`src/design/ecd_pkg.sv`:
```
// Package for the elevator call dispatcher: payload structs, policy codes,
// floor limits and the search result bundle. No dependencies.
`default_nettype none

package ecd_pkg;

    // Number of floors the car hardware can address. The call bitmap is fixed at 16 bits.
    localparam int FLOOR_COUNT = 16;
    localparam int FLOOR_W     = 4;
    localparam int MASK_W      = 16;
    localparam int MODE_W      = 2;
    localparam int CFG_IDX_W   = 1;
    localparam int CFG_DATA_W  = 4;

    // Highest floor the datapath may ever use, limited by the 4-bit floor fields.
    localparam int MAX_TOP = (FLOOR_COUNT - 1 > 15) ? 15 : FLOOR_COUNT - 1;

    // Dispatch policy codes.
    localparam logic [MODE_W-1:0] MODE_CLOSEST  = 2'd0;
    localparam logic [MODE_W-1:0] MODE_EARLIEST = 2'd1;
    localparam logic [MODE_W-1:0] MODE_SWEEP    = 2'd2;

    // Configuration register indexes.
    localparam logic [CFG_IDX_W-1:0] CFG_MODE      = 1'd0;
    localparam logic [CFG_IDX_W-1:0] CFG_TOP_FLOOR = 1'd1;

    localparam logic [MODE_W-1:0]  MODE_RESET      = MODE_EARLIEST;
    localparam logic [FLOOR_W-1:0] TOP_FLOOR_RESET = 4'd15;

    typedef struct packed {
        logic [FLOOR_W-1:0] current_floor;
        logic [MASK_W-1:0]  pending_mask;
        logic [FLOOR_W-1:0] oldest_floor;
    } t_in_item;

    typedef struct packed {
        logic [FLOOR_W-1:0] target_floor;
        logic               found;
        logic               heading_up;
    } t_out_item;

    // Nearest pending floor at or above and at or below the car.
    typedef struct packed {
        logic               any_call;
        logic               up_hit;
        logic [FLOOR_W-1:0] up_floor;
        logic               dn_hit;
        logic [FLOOR_W-1:0] dn_floor;
        logic [FLOOR_W-1:0] cur_floor;
    } t_search;

endpackage

`default_nettype wire

```
`src/design/ecd_search.sv`:
```
// Floor search: clamps the car floor and the call bitmap to the served range
// and finds the nearest call on each side. Depends on ecd_pkg.
`default_nettype none

module ecd_search (
    input  wire logic [ecd_pkg::FLOOR_W-1:0] i_top_floor,
    input  wire logic [ecd_pkg::FLOOR_W-1:0] i_current_floor,
    input  wire logic [ecd_pkg::MASK_W-1:0]  i_pending_mask,
    output ecd_pkg::t_search                 o_search
);
    import ecd_pkg::*;

    logic [FLOOR_W-1:0] top_eff;
    logic [FLOOR_W-1:0] cur_eff;
    logic [MASK_W-1:0]  mask_eff;

    always_comb begin
        top_eff = (i_top_floor > FLOOR_W'(MAX_TOP)) ? FLOOR_W'(MAX_TOP) : i_top_floor;
        cur_eff = (i_current_floor > top_eff) ? top_eff : i_current_floor;
        for (int n = 0; n < MASK_W; n++) begin
            mask_eff[n] = i_pending_mask[n] && (FLOOR_W'(n) <= top_eff);
        end
    end

    // Two priority encoders: lowest call at or above the car, highest at or below.
    always_comb begin
        o_search           = '0;
        o_search.cur_floor = cur_eff;
        o_search.any_call  = |mask_eff;
        for (int n = MASK_W - 1; n >= 0; n--) begin
            if (mask_eff[n] && (FLOOR_W'(n) >= cur_eff)) begin
                o_search.up_hit   = 1'b1;
                o_search.up_floor = FLOOR_W'(n);
            end
        end
        for (int n = 0; n < MASK_W; n++) begin
            if (mask_eff[n] && (FLOOR_W'(n) <= cur_eff)) begin
                o_search.dn_hit   = 1'b1;
                o_search.dn_floor = FLOOR_W'(n);
            end
        end
    end

endmodule

`default_nettype wire

```
`src/design/ecd_policy.sv`:
```
// Dispatch policy: turns the search result into a target floor, a found flag
// and the next sweep direction. Depends on ecd_pkg.
`default_nettype none

module ecd_policy (
    input  wire logic [ecd_pkg::MODE_W-1:0]  i_mode,
    input  wire logic                        i_heading_up,
    input  wire logic [ecd_pkg::FLOOR_W-1:0] i_oldest_floor,
    input  wire ecd_pkg::t_search            i_search,
    output ecd_pkg::t_out_item               o_result
);
    import ecd_pkg::*;

    logic               take_up;
    logic [FLOOR_W-1:0] up_dist;
    logic [FLOOR_W-1:0] dn_dist;

    always_comb begin
        up_dist = i_search.up_floor - i_search.cur_floor;
        dn_dist = i_search.cur_floor - i_search.dn_floor;
        // On a tie the upper floor wins.
        take_up = i_search.up_hit && (!i_search.dn_hit || (up_dist <= dn_dist));

        o_result            = '0;
        o_result.heading_up = i_heading_up;
        if (i_search.any_call) begin
            case (i_mode)
                MODE_CLOSEST: begin
                    o_result.found        = 1'b1;
                    o_result.target_floor = take_up ? i_search.up_floor : i_search.dn_floor;
                end
                MODE_EARLIEST: begin
                    o_result.found        = 1'b1;
                    o_result.target_floor = i_oldest_floor;
                end
                MODE_SWEEP: begin
                    o_result.found = 1'b1;
                    if (i_heading_up) begin
                        if (i_search.up_hit) begin
                            o_result.target_floor = i_search.up_floor;
                        end else begin
                            o_result.target_floor = i_search.dn_floor;
                            o_result.heading_up   = 1'b0;
                        end
                    end else begin
                        if (i_search.dn_hit) begin
                            o_result.target_floor = i_search.dn_floor;
                        end else begin
                            o_result.target_floor = i_search.up_floor;
                            o_result.heading_up   = 1'b1;
                        end
                    end
                end
                default: begin
                    o_result.found = 1'b0;
                end
            endcase
        end
    end

endmodule

`default_nettype wire

```
`src/design/elevator_call_dispatcher_top.sv`:
```
// Top level of the elevator call dispatcher: input register, search and policy
// logic, result register, configuration registers. Depends on ecd_pkg,
// ecd_search and ecd_policy.
//
//   channel  | direction | handshake                    | payload
//   ---------+-----------+------------------------------+---------------------
//   in       | in        | i_in_valid / o_in_ready      | i_in_data  (t_in_item)
//   out      | out       | o_out_valid / i_out_ready    | o_out_data (t_out_item)
//   cfg      | in        | i_cfg_we (no wait)           | i_cfg_idx, i_cfg_data
//
// An item is captured in the input register and then moves to the result
// register, from which it is presented and can leave. The pipeline takes one
// item per cycle while the result register is not stalled; the only loop is
// the one-bit sweep direction, which is updated as the item leaves the input
// register.
// Reset (synchronous, active low) empties both stages, sets mode to earliest
// call, top floor to 15 and the sweep direction to up.
// A stalled result register holds its item; the input register then holds
// too, and o_in_ready drops only when both stages are full and the result is
// not being taken in that cycle.
`default_nettype none

module elevator_call_dispatcher_top (
    input  wire logic                           i_clk,
    input  wire logic                           i_rst_n,
    input  wire logic                           i_in_valid,
    output logic                                o_in_ready,
    input  wire ecd_pkg::t_in_item              i_in_data,
    output logic                                o_out_valid,
    input  wire logic                           i_out_ready,
    output ecd_pkg::t_out_item                  o_out_data,
    input  wire logic                           i_cfg_we,
    input  wire logic [ecd_pkg::CFG_IDX_W-1:0]  i_cfg_idx,
    input  wire logic [ecd_pkg::CFG_DATA_W-1:0] i_cfg_data
);
    import ecd_pkg::*;

    // Configuration registers.
    logic [MODE_W-1:0]  r_mode;
    logic [FLOOR_W-1:0] r_top_floor;

    always_ff @(posedge i_clk) begin
        if (!i_rst_n) begin
            r_mode      <= MODE_RESET;
            r_top_floor <= TOP_FLOOR_RESET;
        end else if (i_cfg_we) begin
            case (i_cfg_idx)
                CFG_MODE:      r_mode      <= i_cfg_data[MODE_W-1:0];
                CFG_TOP_FLOOR: r_top_floor <= i_cfg_data[FLOOR_W-1:0];
                default:       r_mode      <= r_mode;
            endcase
        end
    end

    // Stage control: the input stage moves forward whenever the result
    // register is empty or is being emptied in this cycle.
    logic     r_in_valid;
    t_in_item r_in_item;
    logic     r_out_valid;
    t_out_item r_out_item;
    logic     r_heading_up;
    logic     advance;
    logic     n_in_valid;
    logic     n_out_valid;

    assign advance     = !r_out_valid || i_out_ready;
    assign o_in_ready  = !r_in_valid || advance;
    assign n_in_valid  = (i_in_valid && o_in_ready) || (r_in_valid && !advance);
    assign n_out_valid = advance ? r_in_valid : r_out_valid;

    always_ff @(posedge i_clk) begin
        if (!i_rst_n) begin
            r_in_valid  <= 1'b0;
            r_out_valid <= 1'b0;
        end else begin
            r_in_valid  <= n_in_valid;
            r_out_valid <= n_out_valid;
        end
    end

    always_ff @(posedge i_clk) begin
        if (i_in_valid && o_in_ready) begin
            r_in_item <= i_in_data;
        end
    end

    // Search and policy between the two registers.
    t_search   search;
    t_out_item result;

    ecd_search u_search (
        .i_top_floor     (r_top_floor),
        .i_current_floor (r_in_item.current_floor),
        .i_pending_mask  (r_in_item.pending_mask),
        .o_search        (search)
    );

    ecd_policy u_policy (
        .i_mode         (r_mode),
        .i_heading_up   (r_heading_up),
        .i_oldest_floor (r_in_item.oldest_floor),
        .i_search       (search),
        .o_result       (result)
    );

    // The sweep direction follows each item as it is committed to the result
    // register, so the next item already sees the updated direction.
    always_ff @(posedge i_clk) begin
        if (!i_rst_n) begin
            r_heading_up <= 1'b1;
        end else if (r_in_valid && advance) begin
            r_heading_up <= result.heading_up;
        end
    end

    always_ff @(posedge i_clk) begin
        if (r_in_valid && advance) begin
            r_out_item <= result;
        end
    end

    assign o_out_valid = r_out_valid;
    assign o_out_data  = r_out_item;

endmodule

`default_nettype wire

```
`config.mk`:
```
export PLATFORM = sky130hd
export DESIGN_NAME = elevator_call_dispatcher_top
export DESIGN_NICKNAME = d
export VERILOG_FILES = /design/src/design/ecd_pkg.sv /design/src/design/ecd_search.sv /design/src/design/ecd_policy.sv /design/src/design/elevator_call_dispatcher_top.sv
export SDC_FILE = /design/constraint.sdc
export NUM_CORES = 1
export LEC_CHECK = 0
export BUFFER_PORTS_ARGS = -buffer_cell sky130_fd_sc_hd__clkbuf_2
export CAP_MARGIN = 20
export CORE_AREA = 2 2 81 83
export DETAILED_ROUTE_END_ITERATION = 7
export DIE_AREA = 0 0 83 85
export GPL_TIMING_DRIVEN = 0
export PLACE_DENSITY = 0.84
export SETUP_SLACK_MARGIN = 0.3
export SLEW_MARGIN = 20
export SYNTH_ARGS = -nofsm -noshare
export SYNTH_HDL_FRONTEND = slang
export SYNTH_SLANG_ARGS = --single-unit
```
`constraint.sdc`:
```
create_clock -name i_clk -period 5 [get_ports i_clk]
set_clock_uncertainty 0.15 [all_clocks]
set_input_delay 1 -clock i_clk [delete_from_list [all_inputs] [get_ports i_clk]]
set_output_delay 1 -clock i_clk [all_outputs]
set_load 0.1 [all_outputs]
```
==> out/metrics.cfg <==
[status]
status=finished with violations
violations=negative setup slack

[detailed_routing]
wire_per_inst_um=20.8
drc=0
via_count=3489
antenna_left=0
vias_per_cell=6.70
finalWirelength_mm=10.9
drtIter0Drc=571
firstDrtPassIters=7

[critical_path]
reg2reg_depth=26
crit_type=flip-flop to flip-flop
worstSetupEndpointType=flip-flop
cp.arrival_ps=5350
r2r_start=r_top_floor[1]$_SDFFE_PN1P_
r2r_slack_ps=-450
cp_max_fo=8
crit_path_start_kind=flip-flop
cp.required_ps=4900
worst_r2r_endpoint=o_out_data[5]$_SDFFCE_PP0P_
path_buf_inv=6
cp_top_family=compound AO/OA/AOI/OAI gates
cp_slowest_stage_delay_ps=380
slowest_stage=dfxtp_4

[power_and_ir_drop]
pwr-share-seq_pct=25.4
power.share.switching_pct=41.1
p_leak_uw=0.00176
pwr_density_cell_nw_per_um2=350
ir_worst_vdd_uv=355
internal_power_uw=885
p_switching_uw=618
p_clk_share_pct=14.1
p_comb_share_pct=60.5

[global_route]
grt_use_total_pct=29.9
grt_max_degree=25
grt_overflow=0
grt_pass1_vias=3356
antenna_found_initial=0
grt_pass1_wl_mm=16.7

[die]
pin_count=42
die-width_um=83
dieArea_um2=7060
dieHeight_um=85
rows=29
coreArea_um2=6200
start_util_pct=50.8

[sta]
fmax_ghz=0.183
period_share_pct=109
finalSetupViolCount=4
layout_setup_ws_ps=-451
maxSlewViolCount=0
rsz0062_at_grt=yes
relSlewSlack_pct=45.1
setup_tns_ps=-1690
hold_viol_final=0
fin_crit_ps=5450
worst_pin_slew_ps=814

[placed_design]
portBuffers=40
dp_worst_setup_slack_ps=-869
dp_hpwl_mm=6.74
gp_congestion=0.998

[clock_tree]
cts_root_buffer=clkbuf_8
htreeDepth=2
cts_tree=done
clkSinkCount=39
cts_inserted_buffers=5
insertion_delay_ps=300
clock_path_buffers=2
clk_pin_slew_ps=80

[hold_path]
hold-path-cell-count=1
hold_end=o_out_valid$_SDFFE_PN0P_
hold_path.startpoint=r_in_valid$_SDFF_PN0_
hp-class=flip-flop to flip-flop

[synth]
syn_nets=398
avgSynthCellArea_um2=9.05
netlist_top_cells_count=edfxtp_1, nand2_1, a21oi_1
seq_area_frac_synth_pct=34.3
async_flop_share_pct=0
syn_area_um2=3150
yosysUniqueCellTypes=70
synth_ff_type=edfxtp_1
synth_edf_count=30
ys_ff_latch=39
post-synth-top-area-cell=edfxtp_1
yosysMostFrequentCell=edfxtp_1
synth.area.top_cells=edfxtp_1, dfxtp_1, ha_1
synthCells=348
ys_warn_count=0
yosysTopAreaCellShare_pct=28.6

[cells_and_area]
area_growth_pct=36.3
fin_nets=493
layout-drive-gt1-share_pct=37.2
n_antenna_cell=0

[flow_run]
drv_cap=0

==> registers in the layout (all words and copies together) (netlist names) <==
register and count:
r_top_floor 4, r_in_valid 1, o_out_data 6, r_in_item 24
r_heading_up 1, r_mode 2, o_out_valid 1
==> metal layers <==
layer	vias to the layer above	routed length, um	track usage, %
met2	285	5010	49.1
li1	1525	-	-
met5	-	0	0
met3	81	1250	6.91
met1	1598	3880	36.2
met4	0	710	17.0
==> worst register-to-register path, cell delays in order, from the launching register on <==
cell and delay, ps:
dfxtp_4 380, clkinvlp_4 120, ha_4 260, nor2b_4 140
o211a_4 260, o21ai_4 150, buf_12 160, buf_12 130
mux2i_4 300, buf_6 170, buf_4 120, o22ai_1 90
o21ba_2 300, o311ai_2 360, inv_1 100, ha_1 310
a21oi_1 170, xnor2_1 160, xnor2_1 110, ha_1 340
a21oi_2 60, a41o_1 240, nor2_1 110, nor2_1 50
a21oi_1 140, o21ai_1 90, o21a_1 200
==> metrics by stage <==
| step | total power, uW | utilization, % | cells | hold WS, ps | cell area [um2] |
|---|---|---|---|---|---|
| 6_report | 1500 | 69.2 | 521 | 365 | 4290 |
| 5_1_grt | 1580 | 69.2 | 521 | 391 | 4290 |
| 4_1_cts | 1350 | 66.2 | 511 | 364 | 4110 |
| 3_5_place_dp | 1040 | 56.6 | 465 | 344 | 3510 |
| 3_3_place_gp | 1010 | 56.6 | 465 | 334 | 3510 |
| 2_1_floorplan | 900 | - | 348 | 327 | 3220 |
==> power groups by stage <==
stage          Clock [uW]  Sequential (uW)  Combinational, uW
2_1_floorplan           0              412                488
3_3_place_gp            0              390                625
3_5_place_dp            0              392                644
4_1_cts               215              381                753
5_1_grt               229              383                971
6_report              212              382                909
==> cells by family after synthesis <==
family	count (synthesis)	share of synthesized area, %
muxes	16	5.40
and+or+nand+nor	110	17.7
DFF	39	34.3
AOI/OAI and AO/OA	127	29.6
buffers and inverters	34	4.41
adders and majority gates	16	6.83
xor gates and xnor gates	6	1.67
==> cell usage in the layout, fill, tap and decap left out, types with 8 or more instances in the layout <==
cell      netlist  routed
a21oi_1        26      23
buf_4           0      45
clkbuf_2        0      40
edfxtp_1       30      30
ha_1           14       8
inv_1          22      17
nand2_1        29      29
nand3_1        18      17
nor2_1         22      21
o21ai_0        20      16
==> area by class of cell <==
cell class	count	area, um2
buffer	10	83.8
clock buffer	5	68.8
clock inverter	3	17.5
fill	435	1910
inverter	24	106
multi-input combinational	275	2220
sequential	39	1090
tap	77	96.3
timing repair buffer	88	618
==> how the worst max path moves through the flow <==
stage | cells past startpoint | start | end | slack (ps)
floorplan | 23 | r_in_item[21]$_DFFE_PP_ | o_out_data[2]$_SDFFCE_PP0P_ | -50
global placement | 22 | r_top_floor[3]$_SDFFE_PN1P_ | o_out_data[2]$_SDFFCE_PP0P_ | -750
detailed placement | 22 | r_top_floor[3]$_SDFFE_PN1P_ | o_out_data[2]$_SDFFCE_PP0P_ | -870
CTS | 23 | r_in_item[21]$_DFFE_PP_ | o_out_data[4]$_SDFFCE_PP0P_ | -270
global route | 25 | r_top_floor[1]$_SDFFE_PN1P_ | o_out_data[4]$_SDFFCE_PP0P_ | -600
finish | 26 | r_top_floor[1]$_SDFFE_PN1P_ | o_out_data[5]$_SDFFCE_PP0P_ | -450
==> repair_timing <==
| item | 4_1_cts | 5_1_grt |
|---|---|---|
| buffers inserted | 37 | 9 |
| pin swaps | 16 | 18 |
| setup endpoints to repair | 4 | 4 |
| hold buffers | 0 | 0 |
| gates resized for setup | 36 | 20 |
| gates cloned | 1 | 0 |
No activity file was read; power rests on OpenSTA's default activity.
